==> config.mk <==
export PLATFORM = sky130hd
export DESIGN_NAME = lef_kernel
export DESIGN_NICKNAME = d
export VERILOG_FILES = /design/src/hdl/assert_macros.svh /design/src/hdl/lef_pkg.sv /design/src/hdl/lef_kernel.sv
export SDC_FILE = /design/constraint.sdc
export NUM_CORES = 1
export LEC_CHECK = 0
export BUFFER_PORTS_ARGS = -buffer_cell sky130_fd_sc_hd__buf_4
export CAP_MARGIN = 10
export CORE_MARGIN = 8
export CORE_UTILIZATION = 33
export DETAILED_ROUTE_END_ITERATION = 10
export GPL_TIMING_DRIVEN = 0
export PLACE_DENSITY_LB_ADDON = 0.25
export SYNTH_ARGS = -nofsm -noshare
export SYNTH_HDL_FRONTEND = slang
export SYNTH_SLANG_ARGS = --single-unit
==> constraint.sdc <==
create_clock -name vclk -period 5.6
set_input_delay 0.84 -clock vclk [all_inputs]
set_output_delay 0.84 -clock vclk [all_outputs]
set_load 0.005 [all_outputs]
==> src/hdl/assert_macros.svh <==
// assertion macros shared by the rtl
`ifndef ASSERT_MACROS_SVH
`define ASSERT_MACROS_SVH

// same-cycle implication, checked out of reset
`define ASSERT_IMPLIES(label, clk, rst, ante, cons) \
   label: assert property (@(posedge clk) disable iff (rst) (ante) |-> (cons)) \
      else $error("implication check failed");

// condition that must never hold while out of reset
`define ASSERT_NEVER(label, clk, rst, cond) \
   label: assert property (@(posedge clk) disable iff (rst) !(cond)) \
      else $error("forbidden condition seen");

`endif

==> src/hdl/lef_pkg.sv <==
// shared constants and types of the laplacian edge filter
package lef_pkg;

   localparam int unsigned MAX_WIDTH = 2048;
   localparam int unsigned COL_BITS  = $clog2(MAX_WIDTH);
   localparam int unsigned ROW_BITS  = 12;
   localparam int unsigned PIX_BITS  = 8;
   localparam int unsigned CSR_BITS  = 12;
   localparam int unsigned IDX_BITS  = 2;

   localparam logic [IDX_BITS-1:0] CSR_FRAME_WIDTH  = IDX_BITS'(0);
   localparam logic [IDX_BITS-1:0] CSR_FRAME_HEIGHT = IDX_BITS'(1);

   localparam logic [CSR_BITS-1:0] WIDTH_RESET  = CSR_BITS'(160);
   localparam logic [CSR_BITS-1:0] HEIGHT_RESET = CSR_BITS'(120);
   localparam logic [CSR_BITS-1:0] MIN_SIZE     = CSR_BITS'(3);

   typedef logic [PIX_BITS-1:0] pix_type;

   typedef struct packed {
      logic [COL_BITS-1:0] col;
      logic [ROW_BITS-1:0] out_y;
      logic                is_result;
      logic                last;
   } pos_type;

endpackage

==> src/hdl/lef_kernel.sv <==
// four-neighbour laplacian, clamp and inversion
module lef_kernel import lef_pkg::*; (
   input  pix_type north,
   input  pix_type south,
   input  pix_type east,
   input  pix_type west,
   input  pix_type centre,
   output pix_type edge_value
);

   logic        [PIX_BITS+1:0] nsum;
   logic        [PIX_BITS+1:0] c4;
   logic signed [PIX_BITS+2:0] diff;
   pix_type                    clamped;

   always_comb begin
      nsum = (PIX_BITS+2)'(north) + (PIX_BITS+2)'(south)
             + (PIX_BITS+2)'(east) + (PIX_BITS+2)'(west);
      c4   = {centre, 2'b00};
      diff = $signed({1'b0, nsum}) - $signed({1'b0, c4});
      priority if (diff < 0) begin
         clamped = '0;
      end else if (diff > (PIX_BITS+3)'(255)) begin
         clamped = '1;
      end else begin
         clamped = diff[PIX_BITS-1:0];
      end
      edge_value = ~clamped;
   end

endmodule

==> impl_metrics.env <==
export IMPL_syn_area_mm2=0.00114
export IMPL_grt_pass1_vias=1050
export IMPL_avgSynthCellArea_um2=8.95
export IMPL_fill_cells=352
export IMPL_multi_input_area_um2=990
export IMPL_dieArea_mm2=0.00558
export IMPL_antenna_found_initial=0
export IMPL_synth_nets=203
export IMPL_hold_buffers=0
export IMPL_die_h_um=74.7
export IMPL_syn_to_final_growth_pct=36.8
export IMPL_yosysSeqAreaShare=0
export IMPL_drtAntennaViolNets=0
export IMPL_gp_congestion=0.702
export IMPL_nFlopsAndLatches=0
export IMPL_first_iter_violations=4
export IMPL_path_cells="buf_4, fa_1, fa_1, fa_1, inv_1, fa_1, nand2b_1, a21oi_1, a21o_1, o2111ai_2, o21ai_1, buf_4"
export IMPL_critPathMaxFanout=8
export IMPL_seq_area_um2=0
export IMPL_grt_pass1_wl_um=4130
export IMPL_hold_class="input port to primary output"
export IMPL_slew_headroom=0.709
export IMPL_cp_end_kind="primary output"
export IMPL_slowest_delay_ns=0.55
export IMPL_wirelength_um=2470
export IMPL_coreArea_mm2=0.00331
export IMPL_setup_viol=0
export IMPL_nClkBuffers=0
export IMPL_leakage_nw=0.812
export IMPL_slew_viol_final=0
export IMPL_netlist_instances=127
export IMPL_utilization=0.469
export IMPL_vdd_drop_max_mv=0.118
export IMPL_maxCapViolations=0
export IMPL_hold_violations=0
export IMPL_drc=0
export IMPL_row_count=21
export IMPL_critPathTopFamily="adder cells"
export IMPL_power_density_mw_per_mm2=323
export IMPL_critPathLaunchType="input port"
export IMPL_fin_crit_ns=5.20
export IMPL_status="finished, final reports clean"
export IMPL_start_util=0.343
export IMPL_cts_resized=0
export IMPL_min_period_over_period=0.928
export IMPL_ys_types=31
export IMPL_tightest_slew_ns=0.436
export IMPL_grt_util_all_layers=0.0889
export IMPL_cp_required_ns=4.76
export IMPL_path_buf_inv=3
export IMPL_gr_total_overflow=0
export IMPL_nets=253
export IMPL_worstPathArrival_ns=4.36
export IMPL_place_hpwl_um=2420
export IMPL_drive_above_1_share=0.326
export IMPL_pin_count=48
export IMPL_num_antenna_cells=0
export IMPL_cts_setup_buffers=0
export IMPL_criticalPathCategory="input port to primary output"
export IMPL_firstDrtPassIters=4
export IMPL_wl_per_cell_um=11.2
export IMPL_num_vias=1028
export IMPL_cp_common_cell="fa_1"
export IMPL_total_power_uw=502
export IMPL_port_buffers=48
export IMPL_tns_ns=0
export IMPL_max_freq_ghz=0.192
export IMPL_yosys_warnings=0
export IMPL_die_x_um=74.7
export IMPL_slowest_stage="fa_1"
export IMPL_grt_max_degree=9
export IMPL_rsz0062_at_grt="false"
export IMPL_via_per_inst=4.65
[kinds of logic after synthesis]
group | synth area share
buffers and inverters | 0.129
adder cells (fa/ha/maj) | 0.535
AND/OR/NAND/NOR | 0.112
XOR/XNOR | 0.0231
AO/OA/AOI/OAI | 0.200
[cells in the final DEF (no fill, tap or decap), drive strengths merged]
cell type	count
buf	48
inv	39
fa	21
ha	15
o21ai	11
a21oi	5
nor3	4
a21o	3
nand2b	3
a211oi	3
nor2	3
nor2b	2
nand4b	2
xnor2	2
o211ai	1
xor2	1
o211a	1
and2	1
nand3	1
nor3b	1
o2111ai	1
or2b	1
or3b	1
a221oi	1
o311ai	1
o21a	1
o31a	1
nor4	1
[final timing paths]
| kind | cells after the start | start | slack [ns] | end |
|---|---|---|---|---|
| worst min-delay path | 4 | west[0] | 2.08 | edge_value[0] |
| worst max-delay path | 12 | north[2] | 0.40 | edge_value[4] |
[metal layers]
metal | GRT usage | wire (um) | vias to the layer above
li1 | - | - | 512
met1 | 0.0908 | 896 | 478
met2 | 0.178 | 1300 | 36
met3 | 0.0240 | 252 | 2
met4 | 0.00870 | 14 | 0
met5 | 0 | 0 | -
[where the power goes]
| part | total [mW] | internal, mW | switching [mW] | leakage [nW] |
|---|---|---|---|---|
| sequential | 0 | 0 | 0 | 0 |
| combinational | 0.502 | 0.240 | 0.263 | 0.812 |
| clock | 0 | 0 | 0 | 0 |
| total | 0.502 | 0.240 | 0.263 | 0.812 |
[cell type report]
type / count / share of cell area
tap: 46 / 0.0370
multi-input combinational: 88 / 0.637
inverter: 39 / 0.0942
timing repair buffer: 48 / 0.232
[synthesized netlist by cell type, types with 2 or more instances]
library cell | instances | area [um2]
o21ai_0 | 3 | 15.0
nor2_1 | 2 | 7.51
nand2b_1 | 3 | 18.8
a21oi_1 | 5 | 25.0
a211oi_2 | 2 | 25.0
inv_1 | 39 | 146
o21ai_1 | 7 | 35.0
xnor2_1 | 2 | 17.5
nand4b_1 | 2 | 17.5
nor2b_1 | 2 | 12.5
ha_1 | 15 | 188
fa_1 | 21 | 420
a21o_1 | 3 | 22.5
nor3_1 | 4 | 20.0
[through the flow]
stage / hold slack, ns / std cells / area [um2] / setup WS, ns
floorplan: 1.86 / 127 / 1140 / 0.929
global placement: 2.07 / 221 / 1550 / 0.430
detailed placement: 2.08 / 221 / 1550 / 0.369
CTS: 2.08 / 221 / 1550 / 0.368
global route: 2.10 / 221 / 1550 / 0.142
finish: 2.08 / 221 / 1550 / 0.403
Power figures use the tool's default switching activity.
